--- config.mk ---
export PLATFORM = sky130hd
export DESIGN_NAME = lifo_store_with_search_top_flat
export DESIGN_NICKNAME = d
export VERILOG_FILES = /design/src/rtl/core/lss_pkg.sv /design/src/rtl/core/lss_req_if.sv /design/src/rtl/core/lss_rsp_if.sv /design/src/rtl/core/lss_front.sv /design/src/rtl/core/lss_cmdq.sv /design/src/rtl/core/lss_back.sv /design/src/rtl/core/lifo_store_with_search_top.sv /design/src/flat_wrapper.sv
export VERILOG_INCLUDE_DIRS = /design/src /design/src/rtl/core
export SDC_FILE = /design/constraint.sdc
export NUM_CORES = 1
export LEC_CHECK = 0
export BUFFER_PORTS_ARGS = -buffer_cell sky130_fd_sc_hd__clkbuf_2
export CAP_MARGIN = 20
export CORE_MARGIN = 5
export CORE_UTILIZATION = 60
export DETAILED_ROUTE_END_ITERATION = 7
export PLACE_DENSITY = 0.82
export SLEW_MARGIN = 0
export SYNTH_ARGS = -nofsm -noshare
export SYNTH_HDL_FRONTEND = slang
export SYNTH_SLANG_ARGS = --single-unit
--- constraint.sdc ---
create_clock -name clk -period 5.6 [get_ports clk]
set_input_delay 1.12 -clock clk [delete_from_list [all_inputs] [get_ports clk]]
set_output_delay 1.12 -clock clk [all_outputs]
set_load 0.01 [all_outputs]
--- src/rtl/core/assert_macros.svh ---
// ---------------------------------------------------------------------------
// Assertion macros
// Shared concurrent assertion forms for the LIFO store RTL.
// ---------------------------------------------------------------------------
`ifndef ASSERT_MACROS_SVH
`define ASSERT_MACROS_SVH

// Condition holds at every clock edge outside reset.
`define LSS_ASSERT_ALWAYS(label, clk, rst_n, cond, msg) \
	label: assert property (@(posedge clk) disable iff (!(rst_n)) (cond)) \
		else $error(msg);

// Antecedent in one cycle implies consequent in the next.
`define LSS_ASSERT_NEXT(label, clk, rst_n, ante, cons, msg) \
	label: assert property (@(posedge clk) disable iff (!(rst_n)) (ante) |=> (cons)) \
		else $error(msg);

`endif

--- src/rtl/core/lss_pkg.sv ---
// ---------------------------------------------------------------------------
// LIFO store package
// Types and constants shared by the LIFO store with search.
// ---------------------------------------------------------------------------
package lss_pkg;

	localparam int unsigned DEPTH_DEF = 16;
	localparam int unsigned VALUE_W   = 32;
	localparam int unsigned Q_DEPTH   = 2;
	localparam int unsigned Q_AW      = $clog2(Q_DEPTH);
	localparam int unsigned Q_CW      = $clog2(Q_DEPTH + 1);

	typedef enum logic [1:0] {
		OP_PUSH     = 2'd0,
		OP_POP      = 2'd1,
		OP_SEARCH   = 2'd2,
		OP_TRAVERSE = 2'd3
	} op_t;

	typedef enum logic [1:0] {
		ST_OK    = 2'd0,
		ST_EMPTY = 2'd1,
		ST_FULL  = 2'd2
	} status_t;

	typedef enum logic {
		B_IDLE = 1'b0,
		B_SCAN = 1'b1
	} back_state_t;

	// classified request handed from front to back
	typedef struct packed {
		op_t                       op;
		logic                      scan;
		logic signed [VALUE_W-1:0] value;
	} cmd_t;

endpackage

--- src/rtl/core/lss_req_if.sv ---
// ---------------------------------------------------------------------------
// Request channel
// Valid/ready channel carrying one operation and its value.
// ---------------------------------------------------------------------------
interface lss_req_if;
	logic                               valid;
	logic                               ready;
	lss_pkg::op_t                       op;
	logic signed [lss_pkg::VALUE_W-1:0] value;

	modport source (output valid, output op, output value, input ready);
	modport sink (input valid, input op, input value, output ready);
endinterface

--- src/rtl/core/lss_rsp_if.sv ---
// ---------------------------------------------------------------------------
// Response channel
// Valid/ready channel carrying one result of the LIFO store.
// ---------------------------------------------------------------------------
interface lss_rsp_if;
	logic                               valid;
	logic                               ready;
	lss_pkg::status_t                   status;
	logic                               found;
	logic signed [lss_pkg::VALUE_W-1:0] entry_value;
	logic                               last;

	modport source (output valid, output status, output found, output entry_value,
		output last, input ready);
	modport sink (input valid, input status, input found, input entry_value,
		input last, output ready);
endinterface

--- src/rtl/core/lss_front.sv ---
// ---------------------------------------------------------------------------
// LIFO store front end
// Registers incoming requests, tags scan operations, feeds the queue.
// ---------------------------------------------------------------------------
module lss_front (
	input  logic          clk,
	input  logic          arst_n,
	lss_req_if.sink       req,
	output logic          q_valid,
	input  logic          q_ready,
	output lss_pkg::cmd_t q_cmd
);

	logic          vld_s1;
	lss_pkg::cmd_t cmd_s1;
	logic          take;

	// stage is free when empty or draining into the queue
	assign req.ready = !vld_s1 || q_ready;
	assign take      = req.valid && req.ready;
	assign q_valid   = vld_s1;
	assign q_cmd     = cmd_s1;

	// stage valid
	always_ff @(posedge clk or negedge arst_n) begin
		if (!arst_n) begin
			vld_s1 <= 1'b0;
		end else if (take) begin
			vld_s1 <= 1'b1;
		end else if (q_ready) begin
			vld_s1 <= 1'b0;
		end
	end

	// classify: search and traverse walk the store
	always_ff @(posedge clk) begin
		if (take) begin
			cmd_s1.op    <= req.op;
			cmd_s1.scan  <= (req.op == lss_pkg::OP_SEARCH) ||
				(req.op == lss_pkg::OP_TRAVERSE);
			cmd_s1.value <= req.value;
		end
	end

endmodule

--- src/rtl/core/lss_cmdq.sv ---
// ---------------------------------------------------------------------------
// LIFO store command queue
// Short FIFO decoupling the front end from the execution back end.
// ---------------------------------------------------------------------------
`include "assert_macros.svh"

module lss_cmdq (
	input  logic          clk,
	input  logic          arst_n,
	input  logic          push_valid,
	output logic          push_ready,
	input  lss_pkg::cmd_t push_cmd,
	output logic          pop_valid,
	input  logic          pop,
	output lss_pkg::cmd_t pop_cmd
);

	lss_pkg::cmd_t                mem_q [lss_pkg::Q_DEPTH];
	logic [lss_pkg::Q_AW-1:0]     wr_ptr_q;
	logic [lss_pkg::Q_AW-1:0]     rd_ptr_q;
	logic [lss_pkg::Q_CW-1:0]     cnt_q;
	logic                         full;
	logic                         empty;
	logic                         wr;
	logic                         rd;

	assign full       = (cnt_q == lss_pkg::Q_CW'(lss_pkg::Q_DEPTH));
	assign empty      = (cnt_q == '0);
	assign push_ready = !full;
	assign pop_valid  = !empty;
	assign pop_cmd    = mem_q[rd_ptr_q];
	assign wr         = push_valid && !full;
	assign rd         = pop && !empty;

	// pointers and occupancy
	always_ff @(posedge clk or negedge arst_n) begin
		if (!arst_n) begin
			wr_ptr_q <= '0;
			rd_ptr_q <= '0;
			cnt_q    <= '0;
		end else begin
			if (wr) begin
				wr_ptr_q <= (wr_ptr_q == lss_pkg::Q_AW'(lss_pkg::Q_DEPTH - 1)) ?
					'0 : wr_ptr_q + 1'b1;
			end
			if (rd) begin
				rd_ptr_q <= (rd_ptr_q == lss_pkg::Q_AW'(lss_pkg::Q_DEPTH - 1)) ?
					'0 : rd_ptr_q + 1'b1;
			end
			if (wr && !rd) begin
				cnt_q <= cnt_q + 1'b1;
			end else if (rd && !wr) begin
				cnt_q <= cnt_q - 1'b1;
			end
		end
	end

	// storage
	always_ff @(posedge clk) begin
		if (wr) begin
			mem_q[wr_ptr_q] <= push_cmd;
		end
	end

	`LSS_ASSERT_ALWAYS(a_no_pop_empty, clk, arst_n, !(pop && empty), "pop from empty queue")
	`LSS_ASSERT_ALWAYS(a_cnt_range, clk, arst_n, (cnt_q <= lss_pkg::Q_CW'(lss_pkg::Q_DEPTH)),
		"queue count over depth")
	`LSS_ASSERT_NEXT(a_cnt_track, clk, arst_n, (wr && !rd), (cnt_q == $past(cnt_q) + 1'b1),
		"queue count did not follow a write")

endmodule

--- src/rtl/core/lss_back.sv ---
// ---------------------------------------------------------------------------
// LIFO store back end
// Executes push, pop, search and traverse against the entry memory.
// ---------------------------------------------------------------------------
`include "assert_macros.svh"

module lss_back #(
	parameter int unsigned DEPTH = lss_pkg::DEPTH_DEF
) (
	input  logic          clk,
	input  logic          arst_n,
	input  logic          q_valid,
	output logic          q_pop,
	input  lss_pkg::cmd_t q_cmd,
	lss_rsp_if.source     rsp
);

	localparam int unsigned AW = (DEPTH > 1) ? $clog2(DEPTH) : 1;
	localparam int unsigned CW = $clog2(DEPTH + 1);
	localparam int unsigned VW = lss_pkg::VALUE_W;

	logic signed [VW-1:0]  mem [DEPTH];

	lss_pkg::back_state_t  state_q, state_d;
	logic [CW-1:0]         fill_q, fill_d;
	logic [CW-1:0]         rem_q, rem_d;
	logic [CW-1:0]         rem_dec;
	logic                  hit_q, hit_d;
	lss_pkg::op_t          op_q;
	logic signed [VW-1:0]  val_q;

	logic                  s1_vld_q, s1_vld_d;
	logic                  last_s1;
	logic signed [VW-1:0]  data_s1;

	logic                  ov_q;
	lss_pkg::status_t      status_q;
	logic                  found_q;
	logic signed [VW-1:0]  entry_q;
	logic                  last_q;

	logic                  out_free;
	logic                  start;
	logic                  full;
	logic                  empty;
	logic                  s1_adv;
	logic                  issue;
	logic                  we;
	logic                  load;
	lss_pkg::status_t      ld_status;
	logic                  ld_found;
	logic signed [VW-1:0]  ld_entry;
	logic                  ld_last;

	assign out_free = !ov_q || rsp.ready;
	assign start    = (state_q == lss_pkg::B_IDLE) && q_valid && out_free;
	assign full     = (fill_q == CW'(DEPTH));
	assign empty    = (fill_q == '0);
	assign rem_dec  = rem_q - 1'b1;
	// search only waits on the output for its final compare
	assign s1_adv   = (op_q == lss_pkg::OP_SEARCH) ? (!last_s1 || out_free) : out_free;

	// next state and result selection
	always_comb begin
		state_d   = state_q;
		fill_d    = fill_q;
		rem_d     = rem_q;
		hit_d     = hit_q;
		s1_vld_d  = s1_vld_q;
		q_pop     = 1'b0;
		we        = 1'b0;
		issue     = 1'b0;
		load      = 1'b0;
		ld_status = lss_pkg::ST_OK;
		ld_found  = 1'b0;
		ld_entry  = '0;
		ld_last   = 1'b1;
		case (state_q)
			lss_pkg::B_IDLE: begin
				if (start) begin
					q_pop = 1'b1;
					if (q_cmd.scan) begin
						if (empty) begin
							load      = 1'b1;
							ld_status = lss_pkg::ST_EMPTY;
						end else begin
							state_d = lss_pkg::B_SCAN;
							rem_d   = fill_q;
							hit_d   = 1'b0;
						end
					end else if (q_cmd.op == lss_pkg::OP_PUSH) begin
						load = 1'b1;
						if (full) begin
							ld_status = lss_pkg::ST_FULL;
						end else begin
							we     = 1'b1;
							fill_d = fill_q + 1'b1;
						end
					end else begin
						load = 1'b1;
						if (empty) begin
							ld_status = lss_pkg::ST_EMPTY;
						end else begin
							fill_d = fill_q - 1'b1;
						end
					end
				end
			end
			lss_pkg::B_SCAN: begin
				// read one entry a cycle while the read stage advances, top first
				issue = (rem_q != '0) && (!s1_vld_q || s1_adv);
				if (issue) begin
					rem_d    = rem_dec;
					s1_vld_d = 1'b1;
				end else if (s1_adv) begin
					s1_vld_d = 1'b0;
				end
				if (s1_vld_q && s1_adv) begin
					if (op_q == lss_pkg::OP_SEARCH) begin
						hit_d = hit_q || (data_s1 == val_q);
						if (last_s1) begin
							load     = 1'b1;
							ld_found = hit_d;
							state_d  = lss_pkg::B_IDLE;
						end
					end else begin
						load     = 1'b1;
						ld_entry = data_s1;
						ld_last  = last_s1;
						if (last_s1) begin
							state_d = lss_pkg::B_IDLE;
						end
					end
				end
			end
			default: begin
				state_d = lss_pkg::B_IDLE;
			end
		endcase
	end

	// control registers
	always_ff @(posedge clk or negedge arst_n) begin
		if (!arst_n) begin
			state_q  <= lss_pkg::B_IDLE;
			fill_q   <= '0;
			rem_q    <= '0;
			hit_q    <= 1'b0;
			s1_vld_q <= 1'b0;
			ov_q     <= 1'b0;
		end else begin
			state_q  <= state_d;
			fill_q   <= fill_d;
			rem_q    <= rem_d;
			hit_q    <= hit_d;
			s1_vld_q <= s1_vld_d;
			if (load) begin
				ov_q <= 1'b1;
			end else if (rsp.ready) begin
				ov_q <= 1'b0;
			end
		end
	end

	// latched operation for a scan
	always_ff @(posedge clk) begin
		if (start) begin
			op_q  <= q_cmd.op;
			val_q <= q_cmd.value;
		end
	end

	// entry memory, registered read
	always_ff @(posedge clk) begin
		if (we) begin
			mem[fill_q[AW-1:0]] <= q_cmd.value;
		end
		if (issue) begin
			data_s1 <= mem[rem_dec[AW-1:0]];
			last_s1 <= (rem_q == CW'(1));
		end
	end

	// output register
	always_ff @(posedge clk) begin
		if (load) begin
			status_q <= ld_status;
			found_q  <= ld_found;
			entry_q  <= ld_entry;
			last_q   <= ld_last;
		end
	end

	assign rsp.valid       = ov_q;
	assign rsp.status      = status_q;
	assign rsp.found       = found_q;
	assign rsp.entry_value = entry_q;
	assign rsp.last        = last_q;

	`LSS_ASSERT_ALWAYS(a_fill_range, clk, arst_n, (fill_q <= CW'(DEPTH)), "fill count over depth")
	`LSS_ASSERT_ALWAYS(a_s1_in_scan, clk, arst_n, (!s1_vld_q || (state_q == lss_pkg::B_SCAN)),
		"read data pending outside scan")
	`LSS_ASSERT_NEXT(a_push_grows, clk, arst_n, we, (fill_q == $past(fill_q) + 1'b1),
		"push did not grow fill count")

endmodule

--- src/rtl/core/lifo_store_with_search_top.sv ---
// Push, pop and empty-store answers pass the front stage register, the command queue and the
// output register; search and traversal also pass the scan read register of the entry memory.
// Throughput: push/pop one per cycle while responses are accepted; search/traverse hold the back end
// for the whole scan, bounded by the single read port of the entry memory.
// Reset (arst_n, async, active low) empties the store and all queues; entries stay unset.
// ---------------------------------------------------------------------------
// LIFO store with search, top level
// Front end, command queue and execution back end of a bounded value stack.
// ---------------------------------------------------------------------------
module lifo_store_with_search_top #(
	parameter int unsigned DEPTH = lss_pkg::DEPTH_DEF
) (
	input  logic      clk,
	input  logic      arst_n,
	lss_req_if.sink   cmd,
	lss_rsp_if.source rsp
);

	logic          f_valid;
	logic          f_ready;
	lss_pkg::cmd_t f_cmd;
	logic          b_valid;
	logic          b_pop;
	lss_pkg::cmd_t b_cmd;

	lss_front u_front (
		.clk     (clk),
		.arst_n  (arst_n),
		.req     (cmd),
		.q_valid (f_valid),
		.q_ready (f_ready),
		.q_cmd   (f_cmd)
	);

	lss_cmdq u_cmdq (
		.clk        (clk),
		.arst_n     (arst_n),
		.push_valid (f_valid),
		.push_ready (f_ready),
		.push_cmd   (f_cmd),
		.pop_valid  (b_valid),
		.pop        (b_pop),
		.pop_cmd    (b_cmd)
	);

	lss_back #(
		.DEPTH (DEPTH)
	) u_back (
		.clk     (clk),
		.arst_n  (arst_n),
		.q_valid (b_valid),
		.q_pop   (b_pop),
		.q_cmd   (b_cmd),
		.rsp     (rsp)
	);

endmodule
--- src/flat_wrapper.sv ---
// flat-port wrapper written by rule: the top's interface ports become plain ports
module lifo_store_with_search_top_flat 
#(
	parameter int unsigned DEPTH = lss_pkg::DEPTH_DEF
)
  (clk, arst_n, cmd_valid, cmd_op, cmd_value, cmd_ready, rsp_valid, rsp_status, rsp_found, rsp_entry_value, rsp_last, rsp_ready);
  lss_req_if cmd_i ();
  lss_rsp_if rsp_i ();
  input  logic clk;
  input  logic arst_n;
  input wire logic [$bits(cmd_i.valid)-1:0] cmd_valid;
  input wire logic [$bits(cmd_i.op)-1:0] cmd_op;
  input wire logic [$bits(cmd_i.value)-1:0] cmd_value;
  output wire logic [$bits(cmd_i.ready)-1:0] cmd_ready;
  output wire logic [$bits(rsp_i.valid)-1:0] rsp_valid;
  output wire logic [$bits(rsp_i.status)-1:0] rsp_status;
  output wire logic [$bits(rsp_i.found)-1:0] rsp_found;
  output wire logic [$bits(rsp_i.entry_value)-1:0] rsp_entry_value;
  output wire logic [$bits(rsp_i.last)-1:0] rsp_last;
  input wire logic [$bits(rsp_i.ready)-1:0] rsp_ready;
  assign cmd_i.valid = cmd_valid;
  assign cmd_i.op = cmd_op;
  assign cmd_i.value = cmd_value;
  assign cmd_ready = cmd_i.ready;
  assign rsp_valid = rsp_i.valid;
  assign rsp_status = rsp_i.status;
  assign rsp_found = rsp_i.found;
  assign rsp_entry_value = rsp_i.entry_value;
  assign rsp_last = rsp_i.last;
  assign rsp_i.ready = rsp_ready;
  lifo_store_with_search_top #(.DEPTH(DEPTH)) u_core (.clk(clk), .arst_n(arst_n), .cmd(cmd_i), .rsp(rsp_i));
endmodule
==> summary.txt, run 1 <==
Drt
  – WL/cell: between 30 and 40 um
  – DR vias: 13200
  – DR pass1 iterations: 5
  – ANT nets after route: 0
  – Final WL: 63600 um
  – Initial DRC count: 1686
  – Drt drc: 0
  – DR vias/cell: 6.64

STA
  – Max-slew headroom: 34.0%
  – Final hold violation count: 0
  – Fmax: ~240 MHz
  – TNS Setup: 0 ps
  – Clk_skew: 21.9 ps
  – Final min period: roughly 4200 ps
  – RSZ-0062 raised after global routing: no
  – Setup ws final: about 1400 ps
  – Slew @ Worst Pin: 988 ps
  – Hold_ws: 445 ps
  – Final Max Slew Viols: 0
  – Final setup viols: 0
  – Fraction of the cycle the final worst path needs: 75.0%

Placement
  – Post-Place Cells: 1854
  – Pre-CTS setup slack: 1650 ps
  – Port-buffer cells: 75
  – Placed Area: 29100 um^2
  – Detail Placement HPWL: ~34000 um
  – Final GP Congestion: 0.783

Yosys
  – Register area share after synthesis: about four fifths
  – Top cell type's share of synthesized area: 77.9%
  – Synth Area in Adders: less than 1%
  – Synth Area in XOR/XNOR: 1.36%
  – Primary FF master, synth: edfxtp_1
  – Avg Cell Area, Syn: approximately 23 um^2
  – Synthesized Nets: 1240
  – Compound-Gate Fraction of Synth Area: 0.780%
  – Syn Std Cell Area: 27800 um^2
  – Area leader, netlist: edfxtp_1
  – Ranking of synthesized cells by area: edfxtp_1, mux4_2, dfrtp_1, mux2_2, xnor2_1
  – Synth warn: 0
  – Synth Area in Simple Gates: 2.25%
  – Post-synth ARST share: between 2 and 3%
  – Post-synth EDFFs: 720
  – Synth cell types: 47
  – Seq cells post-synth: 739
  – Post-synthesis mux area share: 14.7%
  – Largest family of logic cells by synthesized area: multiplexers
  – Synth Instances: 1197

Pwr
  – Worst VDD drop: 0.000427 V
  – Leak Pwr: between 10 and 15 nW
  – Pwr dens: 605 nW/um^2
  – Total power: 19.1 mW

Critical path
  – Worst Path Arrival: 4490 ps
  – Startpoint Class: register
  – Crit Path Max Fanout: 26
  – Critical path class: reg -> reg
  – Worst endpoint required time: between 5000 and 6000 ps
  – Crit path capture type: register

Run
  – # Max-Cap Violations: 0

Status
  – Status: finished, final reports clean

Clock network
  – # Post-CTS Setup Buffers: 0
  – Clock Tree Buf Depth: 3
  – CTS Sinks: 739
  – CTS H-tree depth: 3
  – CTS tree: done
  – # hold bufs at CTS: 0
  – CTS root buffer: clkbuf_16
  – Clock transition at path regs: ~60 ps
  – Worst-Skew Late Latency: 600 ps
  – Num CTS Buffers: a little over 70
  – Post-CTS sizing: 0

Floorplanning
  – Core area: between 40000 and 50000 um^2
  – Total Die Area: 50700 um^2
  – Num ports: 76
  – Die X: 225 um
  – Row count: 78
  – Die H: 225 um
  – Initial core utilization: 60.9%

Cells and area
  – Area grow syn2layout: 13.7%
  – Reg area: 22100 um^2
  – ANT cells: 0
  – # fillers: roughly 2500
  – Finished Layout Cells: 1987
  – Fin nets: 1373
  – Post-layout util: 69.3%
  – Area of the multi-input gates: approximately 5500 um^2
  – Layout cells sized above 1: 31.7%
  – Post-route cell area: 31600 um^2

GRT
  – Total Routing Usage GR: 25.7%
  – First-pass GRT wire length: ~94000 um
  – Initial antenna violation count: 1
  – Met1 Resource Use GR: 33.6%
  – GR peak layer: met2
  – Largest net degree at the start of global routing: 71
  – Grt met2 use: 44.1%
  – Global route overflow: 0
  – M3 GR Usage: 4.59%
  – Vias in the first global route: 13800

Min path
  – Hold Crit Class: reg -> reg
## state kept, by name (all words and copies together) (netlist names)
signal	count
u_core.u_cmdq.mem_q	70
u_core.u_cmdq.cnt_q	2
u_core.u_back.data_s1	32
u_core.u_back.fill_q	5
u_core.u_cmdq.rd_ptr_q	1
u_core.u_cmdq.wr_ptr_q	1
u_core.u_back.rsp.status	2
u_core.u_back.rem_q	5
u_core.u_front.q_cmd	35
u_core.u_back.state_q	1
u_core.u_back.rsp.entry_value	32
u_core.u_back.s1_vld_q	1
u_core.u_back.rsp.valid	1
u_core.u_back.rsp.last	1
u_core.u_back.val_q	32
u_core.u_back.rsp.found	1
u_core.u_back.last_s1	1
u_core.u_back.op_q	2
u_core.u_front.q_valid	1
u_core.u_back.mem	512
u_core.u_back.hit_q	1
## area by class of cell
| type | count | area share, % |
|---|---|---|
| Inverter | 8 | 0.0951 |
| Clock inverter | 41 | 1.53 |
| Clock buffer | 90 | 6.26 |
| Timing Repair Buffer | 110 | 2.27 |
| Tap cell | 600 | 2.38 |
| Sequential cell | 739 | 70.0 |
| Multi-Input combinational cell | 399 | 17.5 |
## power by group
group          total (mW)  internal [mW]  switching (mW)
combinational        5.77           2.44            3.33
clock                5.03           3.02            2.02
sequential           8.29           7.74           0.553
## cells in the final DEF (no fill, tap or decap), types with 5 or more instances in the layout
cell       netlist  routed
nor4_1           5       5
nand2b_1         5       5
edfxtp_1       720     720
bufinv_16        0      11
nor2_1          24       9
clkinv_2         0       6
clkinv_1         0      17
clkbuf_1        19      13
o21ai_0          6       5
mux2_2          37      37
and2_1          33      32
clkbuf_2         0      75
dfrtp_1         19      17
clkbuf_16        0      77
nand4_1          8       8
buf_4            3      30
inv_1            6       6
xnor2_1         40      38
nand2_1         14      14
mux4_2         160     160
nor2_4           0      14
a21oi_1          9       9
## synth_stat cells (2+ instances only)
| cell | instances |
|---|---|
| mux2_1 | 2 |
| nand3_1 | 3 |
| buf_6 | 9 |
| buf_1 | 5 |
| inv_1 | 6 |
| nand4_1 | 8 |
| nor2_1 | 24 |
| buf_2 | 15 |
| a21oi_1 | 9 |
| nand3b_1 | 2 |
| inv_2 | 2 |
| and3_1 | 2 |
| or3_1 | 3 |
| nor3b_1 | 3 |
| buf_4 | 3 |
| nor3_1 | 7 |
| xnor2_1 | 40 |
| mux2_2 | 37 |
| o21ai_1 | 4 |
| clkbuf_1 | 19 |
| nand2b_1 | 5 |
| nor2b_1 | 2 |
| a31oi_1 | 2 |
| xor2_1 | 3 |
| o21ai_0 | 6 |
| dfrtp_1 | 19 |
| edfxtp_1 | 720 |
| mux4_2 | 160 |
| and2_1 | 33 |
| o31ai_1 | 2 |
| a21o_1 | 3 |
| nand2_1 | 14 |
| nor4_1 | 5 |
| ha_1 | 5 |
| mux2i_1 | 3 |
## worst paths after layout
check | to | from | cells after the start | slack, ps
max in group asynchronous | u_core.u_back.rem_q[0] | arst_n | 1 | 4730
worst max-delay path | u_core.u_back.mem[9][28] | u_core.u_cmdq.rd_ptr_q | 8 | 1400
worst min register to register | u_core.u_cmdq.mem_q[0][11] | u_core.u_front.q_cmd[11] | 0 | 450
min in group asynchronous | u_core.u_front.q_valid | arst_n | 1 | 480
worst max register to register | u_core.u_back.mem[9][28] | u_core.u_cmdq.rd_ptr_q | 8 | 1400
worst min-delay path | u_core.u_cmdq.mem_q[0][11] | u_core.u_front.q_cmd[11] | 0 | 450
## metal layers
metal  vias up  routed length, um
li1       5241                  -
met1      6903              22300
met2       881              33300
met3       166               5520
met4         2               2450
met5         -                  7
## logic make-up (layout without fill, tap and decap cells)
kind of cell	Yosys count	after routing
mux	202	202
simple gates	115	115
flops	739	739
compound gates	34	34
fa+ha+maj	5	5
buf+inv	59	249
xor+xnor	43	43
## critical path, cell delays in order (launching register included)
cell,delay (ps)
dfrtp_2,630
buf_4,370
nor3_1,340
or2_1,350
inv_2,130
nor3_2,420
nand3_1,430
nor2_4,830
buf_4,360
(Power assumes the default switching activity.)
==> inputs of run 2 (changes only) <==
--- a/config.mk
+++ b/config.mk
@@ -9,9 +9,9 @@
 export BUFFER_PORTS_ARGS = -buffer_cell sky130_fd_sc_hd__clkbuf_2
 export CAP_MARGIN = 20
 export CORE_MARGIN = 5
-export CORE_UTILIZATION = 60
+export CORE_UTILIZATION = 56
 export DETAILED_ROUTE_END_ITERATION = 7
-export PLACE_DENSITY = 0.82
+export PLACE_DENSITY = 0.81
 export SLEW_MARGIN = 0
 export SYNTH_ARGS = -nofsm -noshare
 export SYNTH_HDL_FRONTEND = slang
==> constraint.sdc (replaced) <==
create_clock -name clk -period 3.6 [get_ports clk]
set_input_delay 0.72 -clock clk [delete_from_list [all_inputs] [get_ports clk]]
set_output_delay 0.72 -clock clk [all_outputs]
set_load 0.01 [all_outputs]
==> run 2 against run 1 <==
Against the previous run: power up 52%; non-clock buffer count up 4; largest cell class unchanged; sequential cell count unchanged; combinational power up 56%; clock power up 45%; critical endpoint is now u_core.u_back.mem[15][10]; register-to-register slack worse by 810 ps; utilization down 4.7 points; clock skew up 4.1 ps; clock-buffer cell count down 3; die area up 6.8%; hold slack worse by 370 ps.
==> summary.txt, run 2 (synthesis gave the netlist of run 1 again) <==
Drt
  – Initial DRC count: between 1500 and 2000
  – ANT nets after route: 0
  – Drt drc: 0
  – WL/cell: 29.7 um
  – DR pass1 iterations: 5
  – DR vias: 12700
  – Final WL: between 60000 and 70000 um
  – DR vias/cell: 6.21

Critical path
  – Crit path capture type: register
  – Startpoint Class: register
  – Critical path class: reg -> reg
  – Worst Path Arrival: 3310 ps
  – Crit Path Max Fanout: 23
  – Slowest cell on crit path: or3_1
  – Crit-path max cell delay: 590 ps
  – Critical-path cell list: or3_1 > nor3_2 > nand3_1 > nor2_4 > buf_12
  – Worst endpoint required time: roughly 3900 ps

Pwr
  – Combinational share of power: 31.0%
  – Clk pwr share: between 20 and 30%
  – Pwr dens: 918 nW/um^2
  – Sequential Power Share: between 40% and 50%
  – P_sw: 8.98 mW
  – Internal: about 20 mW
  – Switch share: 30.9%
  – Worst VDD drop: 0.000615 V
  – Leak Pwr: approximately 10 nW

Min path
  – Hold Crit Class: in -> async

Clock network
  – CTS H-tree depth: 3
  – Clock Tree Buf Depth: 3
  – # Post-CTS Setup Buffers: 0
  – Worst-Skew Late Latency: 610 ps
  – CTS Sinks: 739
  – Clock transition at path regs: roughly 60 ps
  – Num CTS Buffers: 72
  – CTS tree: done
  – CTS root buffer: clkbuf_16
  – # hold bufs at CTS: 0
  – Post-CTS sizing: 0

Cells and area
  – Fin nets: between 1000 and 1500
  – Most frequent cells in the layout: edfxtp_1, mux4_2, clkbuf_2
  – Most common cell after layout, fill and taps aside: edfxtp_1
  – Max reg flops: 512
  – ANT cells: 0
  – Area grow syn2layout: 13.9%
  – Layout cells sized above 1: 31.8%

GRT
  – Global route overflow: 0
  – Vias in the first global route: 13400
  – First-pass GRT wire length: roughly 90000 um
  – Initial antenna violation count: 1
  – Largest net degree at the start of global routing: 76
  – Total Routing Usage GR: 23.1%

STA
  – Fraction of the cycle the final worst path needs: around 84%
  – Final min period: ~3000 ps
  – Clk_skew: 26.0 ps
  – Final hold violation count: 0
  – RSZ-0062 raised after global routing: no
  – TNS Setup: 0 ps
  – Slew @ Worst Pin: 1130 ps
  – Final Max Slew Viols: 0
  – Max-slew headroom: 24.2%
  – Final setup viols: 0
  – Fmax: ~330 MHz
  – Hold_ws: 76.1 ps

Floorplanning
  – Die X: 233 um
  – Core area: 49000 um^2
  – Num ports: 76
  – Total Die Area: 54100 um^2
  – Initial core utilization: 56.7%
  – Die H: 233 um
  – Row count: 81

Placement
  – Port-buffer cells: 75
  – Final GP Congestion: 0.843
  – Detail Placement HPWL: 32900 um

Status
  – Status: finished, final reports clean

Run
  – # Max-Cap Violations: 0
==> run 2: area by class of cell <==
cell class / count / area [um^2]
clock buffers: 87 / 1900
clock inverters: 38 / 350
fillers: 2995 / 17300
inverters: 8 / 30.0
multi-input cells: 399 / 5540
flip-flops and latches: 739 / 22100
well taps: 664 / 831
repair buffers: 114 / 868
==> run 2: power groups by stage <==
stage / clock, mW / sequential (mW) / combinational (mW)
6_report: 7.28 / 12.7 / 9.00
5_1_grt: 7.79 / 12.8 / 9.57
3_5_place_dp: 0 / 12.9 / 8.91
4_1_cts: 7.40 / 12.7 / 9.08
2_1_floorplan: 0 / 12.7 / 6.22
3_3_place_gp: 0 / 12.8 / 8.63
==> run 2: per-layer routing <==
metal,wire (um),vias to the layer above,GRT usage (%)
met3,5300,94,4.78
met5,0,-,0
met1,22600,6631,30.8
met2,31400,741,38.9
li1,-,5249,-
met4,1600,0,7.42
==> run 2: worst paths after layout <==
kind / start / end / cells past startpoint / slack (ps)
max: u_core.u_back.state_q / u_core.u_back.mem[15][10] / 5 / 590
min: arst_n / u_core.u_cmdq.cnt_q[0] / 1 / 80
max reg2reg: u_core.u_back.state_q / u_core.u_back.mem[15][10] / 5 / 590
min reg2reg: u_core.u_front.q_cmd[6] / u_core.u_cmdq.mem_q[1][6] / 0 / 440
max in group asynchronous: arst_n / u_core.u_back.rem_q[0] / 1 / 3150
min in group clk: cmd_value[3] / u_core.u_front.q_cmd[3] / 1 / 280
==> run 2: through the flow <==
stage	instance area [um^2]	power, mW	setup WS (ps)	cells	util, %
global placement	29400	21.5	438	1924	60.0
finish	31600	29.0	585	2049	64.6
floorplan	27800	18.9	119	1197	-
global route	31600	30.2	450	2049	64.6
detailed placement	29400	21.8	459	1924	60.0
CTS	31600	29.2	621	2049	64.6
==> run 2: critical path: cells and delay by family, from the launching register on <==
family | cells | cell delay (ps)
and+or+nand+nor | 4 | 1870
DFF | 1 | 560
buffers and inverters | 1 | 260
